## config.mk

```make
export PLATFORM = sky130hd
export DESIGN_NAME = ipv4_flow_header_parser_flat
export DESIGN_NICKNAME = d
export VERILOG_FILES = /design/src/rtl/iffp_pkg.sv /design/src/rtl/iffp_in_if.sv /design/src/rtl/iffp_out_if.sv /design/src/rtl/iffp_front.sv /design/src/rtl/iffp_queue.sv /design/src/rtl/iffp_back.sv /design/src/rtl/ipv4_flow_header_parser.sv /design/src/flat_wrapper.sv
export SDC_FILE = /design/constraint.sdc
export NUM_CORES = 1
export LEC_CHECK = 0
export ABC_AREA = 1
export BUFFER_PORTS_ARGS = -buffer_cell sky130_fd_sc_hd__clkbuf_2
export CAP_MARGIN = 20
export CELL_PAD_IN_SITES_DETAIL_PLACEMENT = 1
export CELL_PAD_IN_SITES_GLOBAL_PLACEMENT = 1
export CORE_MARGIN = 10
export CORE_UTILIZATION = 38
export DETAILED_ROUTE_END_ITERATION = 6
export PLACE_DENSITY = 0.75
export SYNTH_ARGS = -nofsm -noshare
export SYNTH_HDL_FRONTEND = slang
export SYNTH_HIERARCHICAL = 1
export SYNTH_SLANG_ARGS = --single-unit
```

## constraint.sdc

```tcl
create_clock -name clk -period 12.15 [get_ports clk]
set_input_delay 0.6075 -clock clk [delete_from_list [all_inputs] [get_ports clk]]
set_output_delay 0.6075 -clock clk [all_outputs]
set_load 0.03 [all_outputs]
```

## src/rtl/iffp_pkg.sv

```systemverilog
`default_nettype none
// ----------------------------------------------------------------------------
// iffp_pkg: shared types and constants of the flow header parser
// Field positions, header constants and the record handed from the
// capture front end to the verdict back end.
// ----------------------------------------------------------------------------
package iffp_pkg;

  localparam int unsigned CountW = 17;
  localparam logic [CountW-1:0] COUNT_MAX = '1;

  // byte positions within the frame
  localparam logic [CountW-1:0] POS_ETYPE_HI = 17'd12;
  localparam logic [CountW-1:0] POS_ETYPE_LO = 17'd13;
  localparam logic [CountW-1:0] POS_VER_IHL  = 17'd14;
  localparam logic [CountW-1:0] POS_TLEN_HI  = 17'd16;
  localparam logic [CountW-1:0] POS_TLEN_LO  = 17'd17;
  localparam logic [CountW-1:0] POS_FRAG_HI  = 17'd20;
  localparam logic [CountW-1:0] POS_FRAG_LO  = 17'd21;
  localparam logic [CountW-1:0] POS_TTL      = 17'd22;
  localparam logic [CountW-1:0] POS_PROTO    = 17'd23;
  localparam logic [CountW-1:0] POS_SRC_FIRST = 17'd26;
  localparam logic [CountW-1:0] POS_SRC_LAST  = 17'd29;
  localparam logic [CountW-1:0] POS_DST_FIRST = 17'd30;
  localparam logic [CountW-1:0] POS_DST_LAST  = 17'd33;
  localparam logic [CountW-1:0] POS_SPORT_HI = 17'd34;
  localparam logic [CountW-1:0] POS_SPORT_LO = 17'd35;
  localparam logic [CountW-1:0] POS_DPORT_HI = 17'd36;
  localparam logic [CountW-1:0] POS_DPORT_LO = 17'd37;
  localparam logic [CountW-1:0] POS_ULEN_HI  = 17'd38;
  localparam logic [CountW-1:0] POS_ULEN_LO  = 17'd39;
  localparam logic [CountW-1:0] POS_TOFF_HI  = 17'd46;
  localparam logic [CountW-1:0] POS_TOFF_LO  = 17'd47;

  // minimum frame lengths
  localparam logic [CountW-1:0] MIN_LEN_IP  = 17'd34;
  localparam logic [CountW-1:0] MIN_LEN_UDP = 17'd42;
  localparam logic [CountW-1:0] MIN_LEN_TCP = 17'd54;
  localparam logic [CountW:0]   ETH_HDR_LEN = 18'd14;

  // header constants
  localparam logic [15:0] ETYPE_IPV4   = 16'h0800;
  localparam logic [7:0]  VER_IHL_NOPT = 8'h45;
  localparam logic [15:0] FRAG_MASK    = 16'h3FFF;
  localparam logic [7:0]  PROTO_TCP    = 8'd6;
  localparam logic [7:0]  PROTO_UDP    = 8'd17;
  localparam logic [15:0] IP_HDR_LEN   = 16'd20;
  localparam logic [15:0] IP_MIN_UDP   = 16'd28;
  localparam logic [15:0] IP_MIN_TCP   = 16'd40;
  localparam logic [5:0]  TCP_MIN_HDR  = 6'd20;
  localparam logic [15:0] UDP_MIN_LEN  = 16'd8;

  // source address filters
  localparam logic [31:0] ADDR_BCAST  = 32'hFFFFFFFF;
  localparam logic [31:0] MCAST_MASK  = 32'hF0000000;
  localparam logic [31:0] MCAST_NET   = 32'hE0000000;
  localparam logic [31:0] LOOP_MASK   = 32'hFF000000;
  localparam logic [31:0] LOOP_NET    = 32'h7F000000;

  // verdict queue
  localparam int unsigned QDepth = 2;
  localparam int unsigned QPtrW  = 1;
  localparam int unsigned QCntW  = 2;

  // captured header of one finished frame
  typedef struct packed {
    logic [CountW-1:0] frame_len;
    logic [15:0]       ether_type;
    logic [7:0]        version_ihl;
    logic [15:0]       fragment_word;
    logic [15:0]       total_length;
    logic [7:0]        time_to_live;
    logic [7:0]        proto_byte;
    logic [31:0]       src_capture;
    logic [31:0]       dst_capture;
    logic [15:0]       sport_capture;
    logic [15:0]       dport_capture;
    logic [15:0]       l4_length_word;
  } frame_rec_t;

  // push side of the verdict queue
  typedef struct packed {
    logic       valid;
    frame_rec_t rec;
  } rec_push_t;

endpackage
`default_nettype wire

```

## src/rtl/iffp_in_if.sv

```systemverilog
`default_nettype none
// ----------------------------------------------------------------------------
// iffp_in_if: frame byte channel
// One beat carries one frame byte and its last marker.
// ----------------------------------------------------------------------------
interface iffp_in_if;
  logic       valid;
  logic       ready;
  logic [7:0] frame_byte;
  logic       frame_last;

  modport source (output valid, output frame_byte, output frame_last, input ready);
  modport sink   (input valid, input frame_byte, input frame_last, output ready);
endinterface
`default_nettype wire

```

## src/rtl/iffp_out_if.sv

```systemverilog
`default_nettype none
// ----------------------------------------------------------------------------
// iffp_out_if: verdict channel
// One beat carries the verdict and flow key of one frame.
// ----------------------------------------------------------------------------
interface iffp_out_if;
  logic        valid;
  logic        ready;
  logic        accepted;
  logic [31:0] src_address;
  logic [31:0] dst_address;
  logic [15:0] l4_sport;
  logic [15:0] l4_dport;
  logic [7:0]  protocol;

  modport source (output valid, output accepted, output src_address, output dst_address,
                  output l4_sport, output l4_dport, output protocol, input ready);
  modport sink   (input valid, input accepted, input src_address, input dst_address,
                  input l4_sport, input l4_dport, input protocol, output ready);
endinterface
`default_nettype wire

```

## src/rtl/iffp_front.sv

```systemverilog
`default_nettype none
// ----------------------------------------------------------------------------
// iffp_front: byte counter and header capture
// Counts frame bytes, shifts header fields into place and pushes the
// captured header into the verdict queue on the last byte.
// ----------------------------------------------------------------------------
module iffp_front (
  input  wire                  clk,
  input  wire                  rst_n,
  iffp_in_if.sink              in_chan,
  input  wire                  push_ready,
  output iffp_pkg::rec_push_t  push
);

  logic [iffp_pkg::CountW-1:0] byte_count_r, byte_count_nxt;
  logic [15:0] ether_type_r, ether_type_nxt;
  logic [7:0]  version_ihl_r, version_ihl_nxt;
  logic [15:0] fragment_word_r, fragment_word_nxt;
  logic [15:0] total_length_r, total_length_nxt;
  logic [7:0]  time_to_live_r, time_to_live_nxt;
  logic [7:0]  proto_byte_r, proto_byte_nxt;
  logic [31:0] src_capture_r, src_capture_nxt;
  logic [31:0] dst_capture_r, dst_capture_nxt;
  logic [15:0] sport_capture_r, sport_capture_nxt;
  logic [15:0] dport_capture_r, dport_capture_nxt;
  logic [15:0] l4_length_word_r, l4_length_word_nxt;

  logic                        beat;
  logic [iffp_pkg::CountW-1:0] pos;
  logic [iffp_pkg::CountW-1:0] frame_len;
  logic [7:0]                  b;
  iffp_pkg::frame_rec_t        cap;

  assign in_chan.ready = push_ready;
  assign beat          = in_chan.valid && push_ready;
  assign pos           = byte_count_r;
  assign b             = in_chan.frame_byte;
  assign frame_len     = (pos != iffp_pkg::COUNT_MAX) ? pos + 1'b1 : iffp_pkg::COUNT_MAX;

  // field capture for the current byte position
  always_comb begin
    cap                = '0;
    cap.frame_len      = frame_len;
    cap.ether_type     = ether_type_r;
    cap.version_ihl    = version_ihl_r;
    cap.fragment_word  = fragment_word_r;
    cap.total_length   = total_length_r;
    cap.time_to_live   = time_to_live_r;
    cap.proto_byte     = proto_byte_r;
    cap.src_capture    = src_capture_r;
    cap.dst_capture    = dst_capture_r;
    cap.sport_capture  = sport_capture_r;
    cap.dport_capture  = dport_capture_r;
    cap.l4_length_word = l4_length_word_r;
    if (pos == iffp_pkg::POS_ETYPE_HI || pos == iffp_pkg::POS_ETYPE_LO) begin
      cap.ether_type = {ether_type_r[7:0], b};
    end else if (pos == iffp_pkg::POS_VER_IHL) begin
      cap.version_ihl = b;
    end else if (pos == iffp_pkg::POS_TLEN_HI || pos == iffp_pkg::POS_TLEN_LO) begin
      cap.total_length = {total_length_r[7:0], b};
    end else if (pos == iffp_pkg::POS_FRAG_HI || pos == iffp_pkg::POS_FRAG_LO) begin
      cap.fragment_word = {fragment_word_r[7:0], b};
    end else if (pos == iffp_pkg::POS_TTL) begin
      cap.time_to_live = b;
    end else if (pos == iffp_pkg::POS_PROTO) begin
      cap.proto_byte = b;
    end else if (pos >= iffp_pkg::POS_SRC_FIRST && pos <= iffp_pkg::POS_SRC_LAST) begin
      cap.src_capture = {src_capture_r[23:0], b};
    end else if (pos >= iffp_pkg::POS_DST_FIRST && pos <= iffp_pkg::POS_DST_LAST) begin
      cap.dst_capture = {dst_capture_r[23:0], b};
    end else if (pos == iffp_pkg::POS_SPORT_HI || pos == iffp_pkg::POS_SPORT_LO) begin
      cap.sport_capture = {sport_capture_r[7:0], b};
    end else if (pos == iffp_pkg::POS_DPORT_HI || pos == iffp_pkg::POS_DPORT_LO) begin
      cap.dport_capture = {dport_capture_r[7:0], b};
    end else if (proto_byte_r == iffp_pkg::PROTO_UDP &&
                 (pos == iffp_pkg::POS_ULEN_HI || pos == iffp_pkg::POS_ULEN_LO)) begin
      cap.l4_length_word = {l4_length_word_r[7:0], b};
    end else if (proto_byte_r != iffp_pkg::PROTO_UDP &&
                 (pos == iffp_pkg::POS_TOFF_HI || pos == iffp_pkg::POS_TOFF_LO)) begin
      cap.l4_length_word = {l4_length_word_r[7:0], b};
    end
  end

  // next state: advance on a beat, clear after the last one
  always_comb begin
    byte_count_nxt     = byte_count_r;
    ether_type_nxt     = ether_type_r;
    version_ihl_nxt    = version_ihl_r;
    fragment_word_nxt  = fragment_word_r;
    total_length_nxt   = total_length_r;
    time_to_live_nxt   = time_to_live_r;
    proto_byte_nxt     = proto_byte_r;
    src_capture_nxt    = src_capture_r;
    dst_capture_nxt    = dst_capture_r;
    sport_capture_nxt  = sport_capture_r;
    dport_capture_nxt  = dport_capture_r;
    l4_length_word_nxt = l4_length_word_r;
    if (beat && in_chan.frame_last) begin
      byte_count_nxt     = '0;
      ether_type_nxt     = '0;
      version_ihl_nxt    = '0;
      fragment_word_nxt  = '0;
      total_length_nxt   = '0;
      time_to_live_nxt   = '0;
      proto_byte_nxt     = '0;
      src_capture_nxt    = '0;
      dst_capture_nxt    = '0;
      sport_capture_nxt  = '0;
      dport_capture_nxt  = '0;
      l4_length_word_nxt = '0;
    end else if (beat) begin
      byte_count_nxt     = frame_len;
      ether_type_nxt     = cap.ether_type;
      version_ihl_nxt    = cap.version_ihl;
      fragment_word_nxt  = cap.fragment_word;
      total_length_nxt   = cap.total_length;
      time_to_live_nxt   = cap.time_to_live;
      proto_byte_nxt     = cap.proto_byte;
      src_capture_nxt    = cap.src_capture;
      dst_capture_nxt    = cap.dst_capture;
      sport_capture_nxt  = cap.sport_capture;
      dport_capture_nxt  = cap.dport_capture;
      l4_length_word_nxt = cap.l4_length_word;
    end
  end

  // state registers
  always_ff @(posedge clk) begin
    if (!rst_n) begin
      byte_count_r     <= '0;
      ether_type_r     <= '0;
      version_ihl_r    <= '0;
      fragment_word_r  <= '0;
      total_length_r   <= '0;
      time_to_live_r   <= '0;
      proto_byte_r     <= '0;
      src_capture_r    <= '0;
      dst_capture_r    <= '0;
      sport_capture_r  <= '0;
      dport_capture_r  <= '0;
      l4_length_word_r <= '0;
    end else begin
      byte_count_r     <= byte_count_nxt;
      ether_type_r     <= ether_type_nxt;
      version_ihl_r    <= version_ihl_nxt;
      fragment_word_r  <= fragment_word_nxt;
      total_length_r   <= total_length_nxt;
      time_to_live_r   <= time_to_live_nxt;
      proto_byte_r     <= proto_byte_nxt;
      src_capture_r    <= src_capture_nxt;
      dst_capture_r    <= dst_capture_nxt;
      sport_capture_r  <= sport_capture_nxt;
      dport_capture_r  <= dport_capture_nxt;
      l4_length_word_r <= l4_length_word_nxt;
    end
  end

  // header record goes to the queue with the last byte
  assign push.valid = beat && in_chan.frame_last;
  assign push.rec   = cap;

`ifndef SYNTH
  // a last beat starts the next frame from an empty counter
  a_count_clears: assert property (@(posedge clk) disable iff (!rst_n)
    (in_chan.valid && in_chan.ready && in_chan.frame_last) |=> (byte_count_r == '0))
    else $error("byte counter not cleared after last beat");

  // the counter sticks at its ceiling
  a_count_saturates: assert property (@(posedge clk) disable iff (!rst_n)
    (byte_count_r == iffp_pkg::COUNT_MAX && !(in_chan.valid && in_chan.ready &&
     in_chan.frame_last)) |=> (byte_count_r == iffp_pkg::COUNT_MAX))
    else $error("byte counter wrapped");
`endif

endmodule
`default_nettype wire

```

## src/rtl/iffp_queue.sv

```systemverilog
`default_nettype none
// ----------------------------------------------------------------------------
// iffp_queue: header record queue
// Short register queue between capture and verdict so that each side
// stalls on its own.
// ----------------------------------------------------------------------------
module iffp_queue (
  input  wire                   clk,
  input  wire                   rst_n,
  input  iffp_pkg::rec_push_t   push,
  output logic                  push_ready,
  output logic                  pop_valid,
  output iffp_pkg::frame_rec_t  pop_rec,
  input  wire                   pop_ready
);

  iffp_pkg::frame_rec_t          entry_r [iffp_pkg::QDepth];
  logic [iffp_pkg::QPtrW-1:0]    wr_ptr_r, wr_ptr_nxt;
  logic [iffp_pkg::QPtrW-1:0]    rd_ptr_r, rd_ptr_nxt;
  logic [iffp_pkg::QCntW-1:0]    count_r, count_nxt;
  logic                          do_push;
  logic                          do_pop;

  assign push_ready = (count_r != iffp_pkg::QCntW'(iffp_pkg::QDepth));
  assign pop_valid  = (count_r != '0);
  assign pop_rec    = entry_r[rd_ptr_r];
  assign do_push    = push.valid && push_ready;
  assign do_pop     = pop_valid && pop_ready;

  // pointers and fill level
  always_comb begin
    wr_ptr_nxt = do_push ? wr_ptr_r + 1'b1 : wr_ptr_r;
    rd_ptr_nxt = do_pop  ? rd_ptr_r + 1'b1 : rd_ptr_r;
    count_nxt  = count_r;
    if (do_push && !do_pop) begin
      count_nxt = count_r + 1'b1;
    end else if (do_pop && !do_push) begin
      count_nxt = count_r - 1'b1;
    end
  end

  always_ff @(posedge clk) begin
    if (!rst_n) begin
      wr_ptr_r <= '0;
      rd_ptr_r <= '0;
      count_r  <= '0;
    end else begin
      wr_ptr_r <= wr_ptr_nxt;
      rd_ptr_r <= rd_ptr_nxt;
      count_r  <= count_nxt;
    end
  end

  // record storage
  always_ff @(posedge clk) begin
    if (do_push) begin
      entry_r[wr_ptr_r] <= push.rec;
    end
  end

`ifndef SYNTH
  // fill level and pointers agree
  a_fill_matches_ptrs: assert property (@(posedge clk) disable iff (!rst_n)
    (count_r == '0 || count_r == iffp_pkg::QCntW'(iffp_pkg::QDepth)) |->
    (wr_ptr_r == rd_ptr_r))
    else $error("queue pointers disagree with fill level");
`endif

endmodule
`default_nettype wire

```

## src/rtl/iffp_back.sv

```systemverilog
`default_nettype none
// ----------------------------------------------------------------------------
// iffp_back: frame verdict and result register
// Checks one captured header per cycle when the output register can load, and
// holds the verdict and flow key in that register until it is taken.
// ----------------------------------------------------------------------------
module iffp_back (
  input  wire                   clk,
  input  wire                   rst_n,
  input  wire                   rec_valid,
  input  iffp_pkg::frame_rec_t  rec,
  output logic                  rec_ready,
  iffp_out_if.source            out_chan
);

  logic        out_valid_r, out_valid_nxt;
  logic        accepted_r;
  logic [31:0] src_address_r;
  logic [31:0] dst_address_r;
  logic [15:0] l4_sport_r;
  logic [15:0] l4_dport_r;
  logic [7:0]  protocol_r;

  logic        ok;
  logic        ip_ok;
  logic        src_ok;
  logic [5:0]  tcp_hdr_len;
  logic        load;

  assign tcp_hdr_len = {rec.l4_length_word[15:12], 2'b00};

  // network layer and source checks
  always_comb begin
    ip_ok = (rec.frame_len >= iffp_pkg::MIN_LEN_IP) &&
            (rec.ether_type == iffp_pkg::ETYPE_IPV4) &&
            (rec.version_ihl == iffp_pkg::VER_IHL_NOPT) &&
            ((rec.fragment_word & iffp_pkg::FRAG_MASK) == '0) &&
            (rec.total_length >= iffp_pkg::IP_HDR_LEN) &&
            (({2'b00, rec.total_length} + iffp_pkg::ETH_HDR_LEN) <=
             {1'b0, rec.frame_len}) &&
            (rec.time_to_live != '0);
    src_ok = (rec.src_capture != '0) &&
             (rec.src_capture != iffp_pkg::ADDR_BCAST) &&
             ((rec.src_capture & iffp_pkg::MCAST_MASK) != iffp_pkg::MCAST_NET) &&
             ((rec.src_capture & iffp_pkg::LOOP_MASK) != iffp_pkg::LOOP_NET);
  end

  // transport layer checks
  always_comb begin
    ok = 1'b0;
    if (ip_ok && src_ok) begin
      if (rec.proto_byte == iffp_pkg::PROTO_TCP) begin
        ok = (rec.total_length >= iffp_pkg::IP_MIN_TCP) &&
             (rec.frame_len >= iffp_pkg::MIN_LEN_TCP) &&
             (tcp_hdr_len >= iffp_pkg::TCP_MIN_HDR) &&
             (({11'd0, tcp_hdr_len} + {1'b0, iffp_pkg::IP_HDR_LEN}) <=
              {1'b0, rec.total_length});
      end else if (rec.proto_byte == iffp_pkg::PROTO_UDP) begin
        ok = (rec.total_length >= iffp_pkg::IP_MIN_UDP) &&
             (rec.frame_len >= iffp_pkg::MIN_LEN_UDP) &&
             (rec.l4_length_word >= iffp_pkg::UDP_MIN_LEN) &&
             (({1'b0, rec.l4_length_word} + {1'b0, iffp_pkg::IP_HDR_LEN}) <=
              {1'b0, rec.total_length});
      end
    end
  end

  // output register handshake
  assign rec_ready = !out_valid_r || out_chan.ready;
  assign load      = rec_valid && rec_ready;

  always_comb begin
    out_valid_nxt = out_valid_r;
    if (load) begin
      out_valid_nxt = 1'b1;
    end else if (out_chan.ready) begin
      out_valid_nxt = 1'b0;
    end
  end

  always_ff @(posedge clk) begin
    if (!rst_n) begin
      out_valid_r <= 1'b0;
    end else begin
      out_valid_r <= out_valid_nxt;
    end
  end

  // result payload, zeroed on rejection
  always_ff @(posedge clk) begin
    if (load) begin
      accepted_r    <= ok;
      src_address_r <= ok ? rec.src_capture   : '0;
      dst_address_r <= ok ? rec.dst_capture   : '0;
      l4_sport_r    <= ok ? rec.sport_capture : '0;
      l4_dport_r    <= ok ? rec.dport_capture : '0;
      protocol_r    <= ok ? rec.proto_byte    : '0;
    end
  end

  assign out_chan.valid       = out_valid_r;
  assign out_chan.accepted    = accepted_r;
  assign out_chan.src_address = src_address_r;
  assign out_chan.dst_address = dst_address_r;
  assign out_chan.l4_sport    = l4_sport_r;
  assign out_chan.l4_dport    = l4_dport_r;
  assign out_chan.protocol    = protocol_r;

`ifndef SYNTH
  // a rejected frame carries an all-zero key
  a_reject_zero_key: assert property (@(posedge clk) disable iff (!rst_n)
    (out_valid_r && !accepted_r) |->
    (src_address_r == '0 && dst_address_r == '0 && l4_sport_r == '0 &&
     l4_dport_r == '0 && protocol_r == '0))
    else $error("rejected verdict with nonzero key");

  // an accepted frame is always tcp or udp
  a_accept_proto: assert property (@(posedge clk) disable iff (!rst_n)
    (out_valid_r && accepted_r) |->
    (protocol_r == iffp_pkg::PROTO_TCP || protocol_r == iffp_pkg::PROTO_UDP))
    else $error("accepted verdict with foreign protocol");
`endif

endmodule
`default_nettype wire

```

## src/rtl/ipv4_flow_header_parser.sv

```systemverilog
`default_nettype none
// A verdict passes the header queue and the output register after its last byte.
// Throughput: one byte per cycle unless stalled; verdicts at up to one per cycle.
// The two-entry header queue plus the output register absorb output stalls;
// input ready drops only while the queue is full.
// Reset (synchronous, active low) clears the byte counter, all captured
// fields, the queue and the output valid.
// ----------------------------------------------------------------------------
// ipv4_flow_header_parser: Ethernet / IPv4 / TCP-UDP flow header parser
// Byte-wide capture front end, header queue and verdict back end.
// ----------------------------------------------------------------------------
module ipv4_flow_header_parser (
  input  wire         clk,
  input  wire         rst_n,
  iffp_in_if.sink     in_chan,
  iffp_out_if.source  out_chan
);

  iffp_pkg::rec_push_t   push;
  logic                  push_ready;
  logic                  q_valid;
  iffp_pkg::frame_rec_t  q_rec;
  logic                  q_ready;

  // capture front end
  iffp_front u_front (
    .clk        (clk),
    .rst_n      (rst_n),
    .in_chan    (in_chan),
    .push_ready (push_ready),
    .push       (push)
  );

  // header record queue
  iffp_queue u_queue (
    .clk        (clk),
    .rst_n      (rst_n),
    .push       (push),
    .push_ready (push_ready),
    .pop_valid  (q_valid),
    .pop_rec    (q_rec),
    .pop_ready  (q_ready)
  );

  // verdict back end
  iffp_back u_back (
    .clk       (clk),
    .rst_n     (rst_n),
    .rec_valid (q_valid),
    .rec       (q_rec),
    .rec_ready (q_ready),
    .out_chan  (out_chan)
  );

endmodule
`default_nettype wire

```

## src/flat_wrapper.sv

```systemverilog
// flat-port wrapper written by rule: the top's interface ports become plain ports
module ipv4_flow_header_parser_flat 
  (clk, rst_n, in_chan_valid, in_chan_frame_byte, in_chan_frame_last, in_chan_ready, out_chan_valid, out_chan_accepted, out_chan_src_address, out_chan_dst_address, out_chan_l4_sport, out_chan_l4_dport, out_chan_protocol, out_chan_ready);
  iffp_in_if in_chan_i ();
  iffp_out_if out_chan_i ();
  input  wire clk;
  input  wire rst_n;
  input wire logic [$bits(in_chan_i.valid)-1:0] in_chan_valid;
  input wire logic [$bits(in_chan_i.frame_byte)-1:0] in_chan_frame_byte;
  input wire logic [$bits(in_chan_i.frame_last)-1:0] in_chan_frame_last;
  output wire logic [$bits(in_chan_i.ready)-1:0] in_chan_ready;
  output wire logic [$bits(out_chan_i.valid)-1:0] out_chan_valid;
  output wire logic [$bits(out_chan_i.accepted)-1:0] out_chan_accepted;
  output wire logic [$bits(out_chan_i.src_address)-1:0] out_chan_src_address;
  output wire logic [$bits(out_chan_i.dst_address)-1:0] out_chan_dst_address;
  output wire logic [$bits(out_chan_i.l4_sport)-1:0] out_chan_l4_sport;
  output wire logic [$bits(out_chan_i.l4_dport)-1:0] out_chan_l4_dport;
  output wire logic [$bits(out_chan_i.protocol)-1:0] out_chan_protocol;
  input wire logic [$bits(out_chan_i.ready)-1:0] out_chan_ready;
  assign in_chan_i.valid = in_chan_valid;
  assign in_chan_i.frame_byte = in_chan_frame_byte;
  assign in_chan_i.frame_last = in_chan_frame_last;
  assign in_chan_ready = in_chan_i.ready;
  assign out_chan_valid = out_chan_i.valid;
  assign out_chan_accepted = out_chan_i.accepted;
  assign out_chan_src_address = out_chan_i.src_address;
  assign out_chan_dst_address = out_chan_i.dst_address;
  assign out_chan_l4_sport = out_chan_i.l4_sport;
  assign out_chan_l4_dport = out_chan_i.l4_dport;
  assign out_chan_protocol = out_chan_i.protocol;
  assign out_chan_i.ready = out_chan_ready;
  ipv4_flow_header_parser u_core (.clk(clk), .rst_n(rst_n), .in_chan(in_chan_i), .out_chan(out_chan_i));
endmodule
```

======== After elaboration in Yosys (flattened, before gate mapping) ========
Memories as Yosys holds them, arrays and structs flattened. A register that Yosys moved wholly into a read port is not among the register bits.
Cells that the tools add are included.
word-level totals
  register bits after elaboration ......... 311
  memory bits (writable) .................. 402
  input port bits ......................... 13
  word-level logic and storage cells ...... 154
  memories ................................ 1
memory list
  memory                  depth  bits a word  read ports  clocked after Yosys merged registers in  write ports  RTL line          source
  u_core.u_queue.entry_r  2      201          1           1                                        1            iffp_queue.sv:17  iffp_pkg::frame_rec_t entry_r [iffp_pkg::QDepth];
operators by class
  add/sub/neg operators ................... 8
  $lt $le $gt $ge ......................... 15
  equal/unequal tests ..................... 28
  mux-type cells .......................... 35
  bitwise gates (word level) .............. 1
  reductions and logical operators ........ 44
operators by type and width
  cell                   number
  $mux 128               2
  $mux 168               1
  $mux 160               1
  $mux 16                9
  $eq 17x6->1 const B    8
  $mux 120               1
  $mux 112               1
  $eq 17x5->1 const B    6
  $mux 32                3
  $mux 80                1
  $eq 17x4->1 const B    3
  $ge 17x6->1 const B    3
  $mux 48                1
  $ge 17x5->1 const B    2
  $ge 16x5->1 const B    2
  $ne 32x32->1 const B   1
  $reduce_bool 32->1     1
  $logic_and 1x1->1      26
  $mux 8                 3
  $add 16x4->17 const B  1
  $add 16x5->17 const B  1
  $add 17x1->17 const B  1
  $le 17x16->1           1
  $le 17x17->1           1
  other kinds (29)       51

======== Longest topological paths before layout ========
  depth after elaboration ................. 15
  mapped depth ............................ 27

======== Cells and area by module ========
Netlist, hierarchy kept.
modules (own cells, without submodules)
  module      instances  cells each  area an instance (um^2)  seq. area each (um^2)
  iffp_queue  1          662         14816.7                  12171.7
  iffp_front  1          1998        11750.0                  4023.9
  iffp_back   1          787         7274.5                   3173.0

======== Least setup slack after synthesis ========
No wires, ideal clock.
  path type ............................... input-to-reg
  start ................................... in in_chan_valid
  end ..................................... mem u_core/u_queue/entry_r[0][0] (netlist name) (enable)
  setup time .............................. 0.765 ns
  data arrival time ....................... 9.398 ns
  required time ........................... 11.385 ns
  slack ................................... 1.987 ns
  stages .................................. 6
  cell sequence ........................... nand2_1 > inv_2 > nand2_1 > inv_1 > nand2_1 > nor2_1
RTL lines
  item                RTL line           source
  start: declaration  flat_wrapper.sv:8  input wire logic [$bits(in_chan_i.valid)-1:0] in_chan_valid;
  end: declaration    iffp_queue.sv:17

==> key figures <==
Timing
  • Final hold violations: 0
  • RSZ-0062 raised after global routing: no
  • Slew headroom: about a quarter
  • Hold_ws: between 300 and 400 ps
  • Clock period minus worst slack: ~6500 ps
  • Setup TNS: 0 ps
  • Max Clock Skew: 21.9 ps
  • Fin. max-slew vios: 0
  • Max Clk Rate: 155 MHz
  • Final period util: a little over half
  • Worst Max-Slew Pin Slew: 1100 ps
  • Setup violators final: 0

Floorplanning
  • Die height: around 320 um
  • I/O pin count: 120
  • DIE WIDTH: between 300 and 400 um
  • Rows: about 110
  • Full die area: about 100000 um2
  • Initial Util: between 30% and 40%
  • Core area: roughly 88000 um2

Detailed routing
  • Routed Antenna Nets: 0
  • Routed via count: 23241
  • Drt pass-1 iters: 7
  • DR iter-0 viols: roughly 1300
  • Vias/cell: ~5
  • Final wirelength: roughly 84 mm
  • WL/cell: ~18 um
  • Post-route DRC: 0

Status
  • Outcome: completed

Power and ir drop
  • Clock network power share: a little over a quarter
  • PnR Total Power: around 0.0085 W
  • Sequential Power Share: 40.3%
  • Net Switching: between 0.003 and 0.004 W
  • Pleak: approximately 16 nW
  • IR drop worst, VDD: around 0.21 mV
  • Switch share: ~37%
  • Int Pwr: approximately 0.0053 W
  • Comb pwr share: between 30% and 40%
  • Power density over cell area: 226 nW/um2

Setup path
  • Crit path DAT: 6780 ps
  • Reg2reg path depth: 24
  • R2r endpoint: u_core/u_back/out_chan.dst_address[30]$_SDFFCE_PN0P_
  • Internal reg-to-reg setup slack: 5680 ps
  • Crit. End Element: register
  • WP data required: 12460 ps
  • Critical Path Sink: u_core/u_back/out_chan.dst_address[30]$_SDFFCE_PN0P_
  • Cell Chain, Critical Path: buf_4 > mux2_2 > inv_1 > ha_1 > a21oi_1 > nand2_1 > nor4_2 > nand3_1 > nor2_1 > nand3_1 > nand2_1 > nand2_1 > ha_1 > nand2_1 > nor2_1 > and2_1 > nand3b_1 > nand3_1 > nand2_1 > nand3_1 > nor2_2 > nand2_8 > buf_4 > nor2_1
  • Max incr delay on CP: between 900 and 1000 ps
  • Most common cell on crit path: nand2_1
  • CP max-delay cell: buf_4
  • CP Launch Type: register
  • CP max FO: between 50 and 60
  • CP Class: reg2reg

Placed design
  • Hpwl dp: about 54 mm
  • Placed instance count: between 4000 and 5000
  • RD Place Congestion: ~0.8
  • I/O Buffers: roughly 120

Clock tree
  • Root Driver: clkbuf_16
  • Worst-Skew Late Latency: approximately 620 ps
  • CTS buffer count: 76
  • Hold buffer count at CTS: 0
  • Post-CTS setup buffers: 0
  • Reg clk slew, reported paths: approximately 60 ps
  • Clock Path Buffers: 3
  • Htree depth: 3
  • Clock sinks: 708
  • CTS resizes: 0
  • TritonCTS clock tree: yes

Synth
  • Syn. warnings: 6
  • Syn avg cell area: 9.81 um2
  • Post-Synthesis Cells: between 3000 and 4000
  • Mapped Area: 33600 um2

Job
  • Max Cap Viol: 0

Final layout
  • Number of antenna diodes: 0
  • Area Overhead vs Synth: 11.3%
  • Final Non-Filler Cells: approximately 4700
  • Net count, final: roughly 3600
  • Layout cells sized above 1: ~17%

GRT
  • Vias in the first global route: approximately 25000
  • Total gr overflow: 0
  • GR Util All Layers: between 10% and 20%
  • First-pass GRT wire length: around 130 mm
  • Pin count of the biggest net entering global routing: about 140
  • Initial antenna violation count: 0

Min path
  • Min-delay worst type: in2reg
  • Hold Startpoint: rst_n
==> metal layers <==
| metal | global-route usage (%) | vias up | part of all wire, % |
|---|---|---|---|
| li1 | - | 11321 | - |
| met1 | 20.5 | 11398 | 43 |
| met2 | 28.7 | 386 | 50 |
| met3 | 2.59 | 136 | 4.3 |
| met4 | 5.82 | 0 | 3.1 |
| met5 | 0 | - | 0 |
==> per-stage QoR <==
stage | instance area (um2) | utilization (%) | setup slack (ps)
6_report | 37400 | 42.5 | 5680
5_1_grt | 37400 | 42.5 | 5200
4_1_cts | 37400 | 42.5 | 5630
3_5_place_dp | 35000 | 39.7 | 5630
3_3_place_gp | 35000 | 39.7 | 5810
2_1_floorplan | 33600 | - | 2070
==> worst max-delay path, delay by kind of cell, from the launching register on <==
kind	cells	cell delay, ps
flip-flops	1	900
buffers and inverters	3	1680
AO/OA/AOI/OAI	1	240
multiplexers	1	270
adder cells (fa/ha/maj)	2	510
AND/OR/NAND/NOR	17	2380
==> power by group through the flow <==
stage / Clock (W) / Sequential (W) / Combinational (W)
finish: 0.00226 / 0.00340 / 0.00279
global route: 0.00241 / 0.00346 / 0.00310
CTS: 0.00232 / 0.00341 / 0.00283
detailed placement: 0 / 0.00346 / 0.00280
global placement: 0 / 0.00343 / 0.00272
floorplan: 0 / 0.00376 / 0.00182
==> cell type report <==
type | instances | area, um2
clock buffer | 99 | 2070
clock inverter | 42 | 349
fill | 10113 | 50700
inverter | 491 | 1850
multi-input combinational | 2082 | 11600
sequential | 708 | 19200
tap | 1165 | 1460
timing repair buffer | 143 | 821
==> sequential cells by signal, indices dropped and copies added (netlist names), 8 cells and up, named ones only <==
register	cells
u_core/u_front/ether_type_r	16
u_core/u_front/l4_length_word_r	16
u_core/u_back/out_chan.protocol	8
u_core/u_front/version_ihl_r	8
u_core/u_front/total_length_r	16
u_core/u_front/sport_capture_r	16
u_core/u_front/dport_capture_r	16
u_core/u_front/byte_count_r	17
u_core/u_front/src_capture_r	32
u_core/u_back/out_chan.dst_address	32
u_core/u_front/time_to_live_r	8
u_core/u_queue/entry_r	398
u_core/u_back/out_chan.l4_sport	16
u_core/u_back/out_chan.src_address	32
u_core/u_front/proto_byte_r	8
u_core/u_back/out_chan.l4_dport	16
u_core/u_front/fragment_word_r	14
u_core/u_front/dst_capture_r	32
==> worst min-delay path by stage <==
stage	endpoint	cells past startpoint	slack (ps)
3_3_place_gp	u_core/u_queue/rd_ptr_r$_SDFFE_PN0P_	2	480
4_1_cts	u_core/u_queue/count_r[1]$_SDFFE_PN0P_	3	290
5_1_grt	u_core/u_queue/count_r[0]$_SDFFE_PN0P_	3	330
6_report	u_core/u_queue/count_r[1]$_SDFFE_PN0P_	3	320
2_1_floorplan	register	2	470
3_5_place_dp	u_core/u_queue/rd_ptr_r$_SDFFE_PN0P_	2	500
==> cell usage in the layout, fill, tap and decap left out, drive strengths merged, types with 82 or more instances in the layout <==
master,count
a21oi,82
clkbuf,218
dfxtp,205
edfxtp,503
inv,494
mux2,199
nand2,700
nand3,258
nor2,519
o21ai,184
No activity file was read; power rests on OpenSTA's default activity.
